$ cat src/rtl/core/tplc_pkg.sv
// ----------------------------------------------------------------------------
// Two-point calibration package
// Shared constants and types for the two-point gain and offset calibration.
// ----------------------------------------------------------------------------
package tplc_pkg;

  localparam int SampleBitsDef = 16;

  localparam logic [15:0] Unity   = 16'd10000;
  localparam logic [15:0] GainMin = 16'd5000;
  localparam logic [15:0] GainMax = 16'd20000;
  localparam int          OffsLim = 500;

  // Every quotient that reaches an output is below 2^15 on the accepted path.
  localparam int DivQBits = 15;
  localparam int DivNumW  = 33;
  localparam int DivDenW  = 17;

  // Decisions and pass-through values that ride alongside the dividers.
  typedef struct packed {
    logic               rej;
    logic               gfb;
    logic               ofb;
    logic               zneg;
    logic               cneg;
    logic [15:0]        g;
    logic signed [15:0] o;
  } side_t;

endpackage

$ cat src/rtl/core/tplc_div.sv
// ----------------------------------------------------------------------------
// Pipelined restoring divider
// Unsigned division that resolves one quotient bit per register stage.
// ----------------------------------------------------------------------------
module tplc_div #(
  parameter int NW = tplc_pkg::DivNumW,
  parameter int DW = tplc_pkg::DivDenW,
  parameter int QW = tplc_pkg::DivQBits
) (
  input  logic          clk,
  input  logic          en,
  input  logic [NW-1:0] num,
  input  logic [DW-1:0] den,
  output logic [QW-1:0] quo
);

  localparam int TW = ((NW > DW + QW) ? NW : DW + QW) + 1;

  logic [NW-1:0] rem_r [QW];
  logic [DW-1:0] den_r [QW];
  logic [QW-1:0] quo_r [QW];

  for (genvar i = 0; i < QW; i++) begin : g_stage
    localparam int K = QW - 1 - i;
    logic [TW-1:0] rem_in;
    logic [DW-1:0] den_in;
    logic [QW-1:0] quo_in;
    logic [TW-1:0] dsh;
    logic [TW-1:0] diff;
    logic          ge;

    if (i == 0) begin : g_first
      assign rem_in = TW'(num);
      assign den_in = den;
      assign quo_in = '0;
    end else begin : g_next
      assign rem_in = TW'(rem_r[i-1]);
      assign den_in = den_r[i-1];
      assign quo_in = quo_r[i-1];
    end

    assign dsh  = TW'(den_in) << K;
    assign ge   = (rem_in >= dsh);
    assign diff = rem_in - dsh;

    always_ff @(posedge clk) begin
      if (en) begin
        rem_r[i] <= ge ? NW'(diff) : NW'(rem_in);
        den_r[i] <= den_in;
        quo_r[i] <= {quo_in[QW-2:0], ge};
      end
    end
  end

  assign quo = quo_r[QW-1];

endmodule

$ cat config.mk
export PLATFORM = sky130hd
export DESIGN_NAME = tplc_div
export DESIGN_NICKNAME = d
export VERILOG_FILES = /design/src/rtl/core/tplc_pkg.sv /design/src/rtl/core/tplc_div.sv
export SDC_FILE = /design/constraint.sdc
export NUM_CORES = 1
export LEC_CHECK = 0
export ABC_AREA = 1
export CAP_MARGIN = 0
export CORE_ASPECT_RATIO = 1.1
export CORE_MARGIN = 2
export CORE_UTILIZATION = 30
export CTS_CLUSTER_DIAMETER = 150
export DETAILED_ROUTE_END_ITERATION = 6
export DONT_BUFFER_PORTS = 1
export GPL_ROUTABILITY_DRIVEN = 0
export SYNTH_ARGS = -nofsm -noshare
export SYNTH_HDL_FRONTEND = slang
export SYNTH_SLANG_ARGS = --single-unit
$ cat constraint.sdc
create_clock -name clk -period 5.6 [get_ports clk]
set_input_delay 0.56 -clock clk [delete_from_list [all_inputs] [get_ports clk]]
set_output_delay 0.56 -clock clk [all_outputs]
set_load 0.02 [all_outputs]
==> qor.csv, run 1 <==
metric,value,unit
status,finished with violations,
violations in the final reports,DRC,
Tightest Hold Check Type,in -> reg,
combinational share of power,39.2,%
overall fraction of global-route tracks in use,15.3,%
antenna violations before repair,1,
buffer type at the clock tree root,sky130_fd_sc_hd__clkbuf_16,
kind of launch point of the worst setup path,flip-flop,
Layout Utilization,33.7,%
maximum fanout count along the critical path,20,
area enclosed by the die boundary,0.173,sq mm
async set or reset register ratio after synthesis,0,%
detailed placement HPWL,105000,um
Port Buf Inserts,0,
net switching power of the design,10100,uW
post-synthesis cell type with the largest combined area,sky130_fd_sc_hd__edfxtp_1,
total wirelength of the detailed-routed design,135000,um
relative contribution of the clock network to total power,24.0,%
switching share of power,40.0,%
"Power, Total",25300,uW
core outline area,0.169,sq mm
clock latency at the later pin of the worst-skew pair,690,ps
portion of synthesized cell area occupied by the leading cell type,48.3,%
layout-stage area growth over the synthesis result,11.3,%
final worst slack,2480,ps
cell area after technology mapping,0.0510,sq mm
clock buffer count from CTS,89,
dominant cells by area after synthesis,"sky130_fd_sc_hd__edfxtp_1 48%, sky130_fd_sc_hd__nand2_1 16%, sky130_fd_sc_hd__inv_1 7.6%",
Syn Inst Count,6258,
die height,436,um
maximum vdd drop,0.299,mV
Vias/cell,4.74,
total setup violations reported at the end of the flow,0,
number of distinct library cell variants in the gate-level netlist after synthesis,52,
number of placement rows,158,
clock tree from TritonCTS,yes,
post-route clock skew,50.6,ps
net total in the final layout,6655,
residual antenna-violating net count after detailed routing,0,
most instantiated flip-flop cell in the synthesis netlist,sky130_fd_sc_hd__edfxtp_1,
worst relative slew slack,26.0,%
share of post-route cells with drive strength above 1,5.98,%
power per cell area,446,mW/mm^2
worst slew pin tran,1090,ps
hold violation count in the final report,0,
number of enable-type register cells in the synthesized netlist,820,
summed negative setup slack over all endpoints,0,ps
"Clk pin slew, worst setup/hold paths",60,ps
H-tree level count,3,
setup repair after global routing missed its margin,false,
Critical Path AT,3530,ps
Bufs on Longest Clock Path,3,
number of clock sinks seen by CTS,820,
final worst-path cycle share,55.7,%
sequential cell fraction of total power,36.8,%
Vias,41000,
standby leakage power,0.0258,uW
Post-Synthesis Net Count,6579,
total I/O pin count,67,
Synth Area per Inst,8.15,sq um
initial core utilization,30.2,%
first-pass detailed-route iteration total,7,
Syn. warnings,0,
number of DRC markers after the initial detailed-route iteration,3616,
total internal power,15200,uW
maximum clock frequency,320,MHz
largest net degree at the start of global routing,156,
remaining global-route overflow,0,
Period minus WS final,3120,ps
post-synthesis register bit count,820,
post-CTS repair timing setup buffer count,0,
number of global-route vias before repair,38900,
critical path required time,6010,ps
type of element capturing the critical path,flip-flop,
number of maximum-capacitance violations,0,
critical path class,reg -> reg,
post-place setup slack,2480,ps
horizontal extent of the die,397,um
count of final max-slew check failures,0,
first-pass GRT wire length,212000,um
sequential cell area fraction in the yosys report,48.3,%
count of unresolved DRC violations after routing,1,
average wire per standard cell,15.6,um
[power groups by stage]
stage               clock (uW)  combinational [uW]  sequential, uW
floorplan                    0                7340            8930
global placement             0                9560            9430
detailed placement           0                9680            9430
CTS                       6230                9750            9310
global route              6470               11200            9410
finish                    6080                9910            9310
[final timing paths]
| path | from | to | slack, ps | depth (start not counted) |
|---|---|---|---|---|
| min | num[24] | rem_r[0][24] | 100 | 2 |
| max | den_r[0][101] | rem_r[0][206] | 2480 | 10 |
| min reg2reg | quo_r[5][15] | quo_r[6][1] | 400 | 0 |
| max reg2reg | den_r[0][101] | rem_r[0][206] | 2480 | 10 |
[registers in the layout (all words and copies together), names as in the netlist]
name	count
den_r	238
quo_r	120
rem_r	462
[layout by cell type, fill, tap and decap left out, drive strengths merged, types with 4 or more instances in the layout]
master and instances:
xnor2 19, a21o 4, nor3 72, o21bai 32, o21ai 102, clkinvlp 4
xor2 122, and2 9, clkbuf 97, ha 255, nor4 8, and3 4
inv 1068, buf 8, nand4 106, clkinv 45, bufinv 12, fa 14
nor2 535, nand3b 10, nor3b 6, nand2 2261, a21oi 321, edfxtp 820
or2 11, dlygate4sd3 31, nand3 419
[stage by stage]
| stage | instances | hold slack (ps) | instance area, sq um |
|---|---|---|---|
| 2_1_floorplan | 6258 | 400 | 51000 |
| 3_5_place_dp | 8452 | 405 | 53500 |
| 3_3_place_gp | 8452 | 402 | 53500 |
| 6_report | 8644 | 98.5 | 56800 |
| 4_1_cts | 8643 | 46.9 | 56800 |
| 5_1_grt | 8644 | 62.4 | 56800 |
[layer usage]
layer / up-vias / share of wire (%) / routed length [um] / track usage (%)
li1: 20300 / - / - / -
met2: 1409 / 47 / 63500 / 25.7
met1: 18900 / 42 / 57000 / 19.4
met3: 348 / 5.8 / 7860 / 2.27
met4: 0 / 4.7 / 6300 / 6.81
met5: - / 0 / 0 / 0
[cell usage after synthesis (all sizes together), types with 54 or more instances]
library cell and count:
nor2 535, nand4 106, nand3 419, nor3 72, o21ai 102, ha 255, inv 1063, edfxtp 820
a21oi 321, xor2 122, buf 54, nand2 2261
[cell families after synthesis]
family                     Yosys count  synth area share, %
and+or+nand+nor                   3447                 28.3
DFF                                820                 48.3
buffers and inverters             1120                 8.78
xor gates and xnor gates           141                 2.42
AOI/OAI and AO/OA                  461                 5.45
adders and majority gates          269                 6.81
[layout make-up]
cell class / count / area, sq um
diodes: 1 / 2.50
clock buffers: 97 / 2280
clock inverters: 63 / 712
fillers: 17300 / 112000
inverters: 1066 / 4010
multi-input cells: 4318 / 21900
flip-flops and latches: 820 / 24600
well taps: 2240 / 2800
repair buffers: 39 / 453
[critical path, stage by stage, from the launching register on]
cell and delay (ps):
sky130_fd_sc_hd__edfxtp_1 470, sky130_fd_sc_hd__inv_1 70, sky130_fd_sc_hd__ha_1 350, sky130_fd_sc_hd__a21oi_1 230, sky130_fd_sc_hd__o21ai_0 150, sky130_fd_sc_hd__inv_1 100, sky130_fd_sc_hd__nand2_1 80, sky130_fd_sc_hd__nor2_1 380
sky130_fd_sc_hd__nand3_1 720, sky130_fd_sc_hd__nand2_1 240, sky130_fd_sc_hd__o21ai_1 90
[timing repair]
action | in CTS | in global routing
resized for setup | 0 | 0
endpoints found under the setup margin | 0 | 0
hold buffers | 31 | 0
hold endpoints to repair | 31 | 0
Power figures use the tool's default switching activity.
==> run 2: changes to the inputs <==
==> constraint.sdc (replaced) <==
create_clock -name clk -period 2.7 [get_ports clk]
set_input_delay 0.27 -clock clk [delete_from_list [all_inputs] [get_ports clk]]
set_output_delay 0.27 -clock clk [all_outputs]
set_load 0.02 [all_outputs]
==> run 2 against run 1 <==
  * The run now ends clean
  * Global-route usage is 0.35 points higher
  * Routed wire length is 2.2% higher
  * Clock-buffer cell count is 11 higher
  * Core utilization is 0.83 points higher
  * Via count is 1.2% higher
  * Largest cell class unchanged
==> qor.csv, run 2 (synthesized netlist as in run 1, its figures left out) <==
metric,value,unit,change
"commonest cells after routing, fill and taps aside","2209 x sky130_fd_sc_hd__nand2_1, 1034 x sky130_fd_sc_hd__inv_1, 820 x sky130_fd_sc_hd__edfxtp_1, 496 x sky130_fd_sc_hd__nor2_1, 408 x sky130_fd_sc_hd__nand3_1",,"was 2209 x sky130_fd_sc_hd__nand2_1, 1034 x sky130_fd_sc_hd__inv_1, 820 x sky130_fd_sc_hd__edfxtp_1, 497 x sky130_fd_sc_hd__nor2_1, 410 x sky130_fd_sc_hd__nand3_1"
number of maximum-capacitance violations,0,,unchanged
initial core utilization,30.2,%,unchanged
core outline area,0.169,sq mm,unchanged
worst relative slew slack,42.8,%,was 26.0%
"Top cell by count, worst path",sky130_fd_sc_hd__nand2_1,,
worst slew pin tran,850,ps,was 1090 ps
cells along the critical path,inv_1 -> ha_1 -> a21oi_1 -> nand2_1 -> a21oi_1 -> nand2_1 -> nand2_1 -> nand2_2 -> inv_2 -> buf_4 -> nand2_1 -> nand2_1,,was inv_1 -> ha_1 -> a21oi_1 -> o21ai_0 -> inv_1 -> nand2_1 -> nor2_1 -> nand3_1 -> nand2_1 -> o21ai_1
total setup violations reported at the end of the flow,0,,unchanged
Vias/cell,4.72,,was 4.74
setup repair after global routing missed its margin,false,,unchanged
critical path class,reg -> reg,,unchanged
Bufs on Longest Clock Path,3,,unchanged
largest register by flop count,rem_r,,unchanged
count of final max-slew check failures,0,,unchanged
kind of launch point of the worst setup path,flip-flop,,unchanged
summed negative setup slack over all endpoints,0,ps,unchanged
horizontal extent of the die,397,um,unchanged
power per cell area,914,mW/mm^2,was 446 mW/mm^2
worst hold path startpoint,num[14],,was num[24]
max reg flops,462,,unchanged
residual antenna-violating net count after detailed routing,0,,unchanged
maximum fanout count along the critical path,15,,was 20
H-tree level count,3,,unchanged
first-pass GRT wire length,216000,um,was 212000 um
clock buffer count from CTS,90,,was 89
global routing usage on met2,27.0,%,was 25.7%
first-pass detailed-route iteration total,6,,was 7
detailed placement HPWL,109000,um,was 105000 um
number of placement rows,158,,unchanged
Multi-input gate area,0.0220,sq mm,was 0.0219 sq mm
number of DRC markers after the initial detailed-route iteration,3347,,was 3616
post-route clock skew,28.8,ps,was 50.6 ps
"Power, Total",53200,uW,was 25300 uW
global-route track usage on met3,2.43,%,was 2.27%
net total in the final layout,6788,,was 6655
average wire per standard cell,15.7,um,was 15.6 um
Period minus WS final,2560,ps,was 3120 ps
number of global-route vias before repair,39900,,was 38900
Setup crit start,den_r[1][65],,was den_r[0][101]
final worst-path cycle share,94.9,%,was 55.7%
buffers and inverters on the worst path,3,,was 2
"Clk pin slew, worst setup/hold paths",60,ps,about the same
highest cell delay on the worst timing path,420,ps,was 720 ps
Fill cells,17200,,was 17300
buffer type at the clock tree root,sky130_fd_sc_hd__clkbuf_16,,unchanged
Critical Path AT,3100,ps,was 3530 ps
clock tree from TritonCTS,yes,,unchanged
standby leakage power,0.0265,uW,was 0.0258 uW
count of unresolved DRC violations after routing,0,,was 1
clock latency at the later pin of the worst-skew pair,700,ps,was 690 ps
status,finished clean,,was finished with violations
top flop regs,"rem_r x462, den_r x238, quo_r x120",,unchanged
die height,436,um,unchanged
Vias,41500,,was 41000
type of element capturing the critical path,flip-flop,,unchanged
Port Buf Inserts,0,,unchanged
total wirelength of the detailed-routed design,138000,um,was 135000 um
largest net degree at the start of global routing,92,,was 156
maximum clock frequency,390,MHz,was 320 MHz
maximum vdd drop,0.540,mV,was 0.299 mV
worst hold slack,67.8,ps,was 98.5 ps
critical path required time,3240,ps,was 6010 ps
antenna violations before repair,2,,was 1
remaining global-route overflow,0,,unchanged
reg-to-reg startpoint,den_r[1][65],,was den_r[0][101]
combined flip-flop and latch cell area,0.0246,sq mm,unchanged
layout-stage area growth over the synthesis result,14.1,%,was 11.3%
hold violation count in the final report,0,,unchanged
area enclosed by the die boundary,0.173,sq mm,unchanged
overall fraction of global-route tracks in use,15.7,%,was 15.3%
"most common cell after layout, fill and taps aside",sky130_fd_sc_hd__nand2_1,,unchanged
GRT busiest layer,met2,,unchanged
met1 Usage GRT,19.2,%,was 19.4%
placed instance area,0.0544,sq mm,was 0.0535 sq mm
Slowest cell on crit path,sky130_fd_sc_hd__edfxtp_1,,was sky130_fd_sc_hd__nand3_1
total I/O pin count,67,,unchanged
number of clock sinks seen by CTS,820,,unchanged
share of post-route cells with drive strength above 1,7.70,%,was 5.98%
Tightest Hold Check Type,in -> reg,,unchanged
cell family with most CP delay,buffers and inverters,,was simple AND/OR/NAND/NOR gates
Final Instance Area,0.0582,sq mm,was 0.0568 sq mm
## run 2: worst paths after layout
path	to	slack [ps]	cells past startpoint
setup / recovery	rem_r[1][138]	140	12
hold / removal	rem_r[0][14]	70	5
setup reg to reg	rem_r[1][138]	140	12
hold reg to reg	quo_r[0][16]	410	0
## run 2: stage by stage
step	std cells	util (%)	setup slack [ps]
floorplan	6258	-	406
global placement	8553	32.3	-210
detailed placement	8553	32.3	-216
CTS	8776	34.4	48.7
global route	8785	34.5	3.48
finish	8785	34.5	138
## run 2: worst reg2reg max path: stages (launching register included)
cell	delay (ps)
sky130_fd_sc_hd__edfxtp_1	420
sky130_fd_sc_hd__inv_1	130
sky130_fd_sc_hd__ha_1	290
sky130_fd_sc_hd__a21oi_1	310
sky130_fd_sc_hd__nand2_1	170
sky130_fd_sc_hd__a21oi_1	180
sky130_fd_sc_hd__nand2_1	100
sky130_fd_sc_hd__nand2_1	70
sky130_fd_sc_hd__nand2_2	60
sky130_fd_sc_hd__inv_2	240
sky130_fd_sc_hd__buf_4	270
sky130_fd_sc_hd__nand2_1	70
sky130_fd_sc_hd__nand2_1	90
## run 2: repair_timing
item / 4_1_cts / 5_1_grt
pin swaps: 0 / 4
endpoints found under the setup margin: 58 / 146
buffers inserted: 2 / 7
gates cloned: 0 / 1
gates resized for setup: 3 / 18
endpoints found under the hold margin: 62 / 0
hold buffers: 52 / 0
## run 2: power by group
group          leakage, uW  switching (uW)  total, uW  internal, uW
registers          0.00791            1830      19200         17400
logic               0.0171           14000      21200          7240
clock network      0.00149            5230      12700          7470
total               0.0265           21100      53200         32100
## run 2: layout make-up
cell class	count	area share, %
timing repair buffer	170	2.94
multi-input combinational	4319	37.8
clock buffer	108	4.10
sequential	820	42.3
antenna	1	0.00430
clock inverter	61	1.12
inverter	1066	6.91
tap	2240	4.82
## run 2: layer usage
layer | vias to the layer above | routed length [um]
li1 | 20600 | -
met1 | 19200 | 57100
met2 | 1326 | 66300
met3 | 320 | 8070
met4 | 0 | 6080
met5 | - | 0
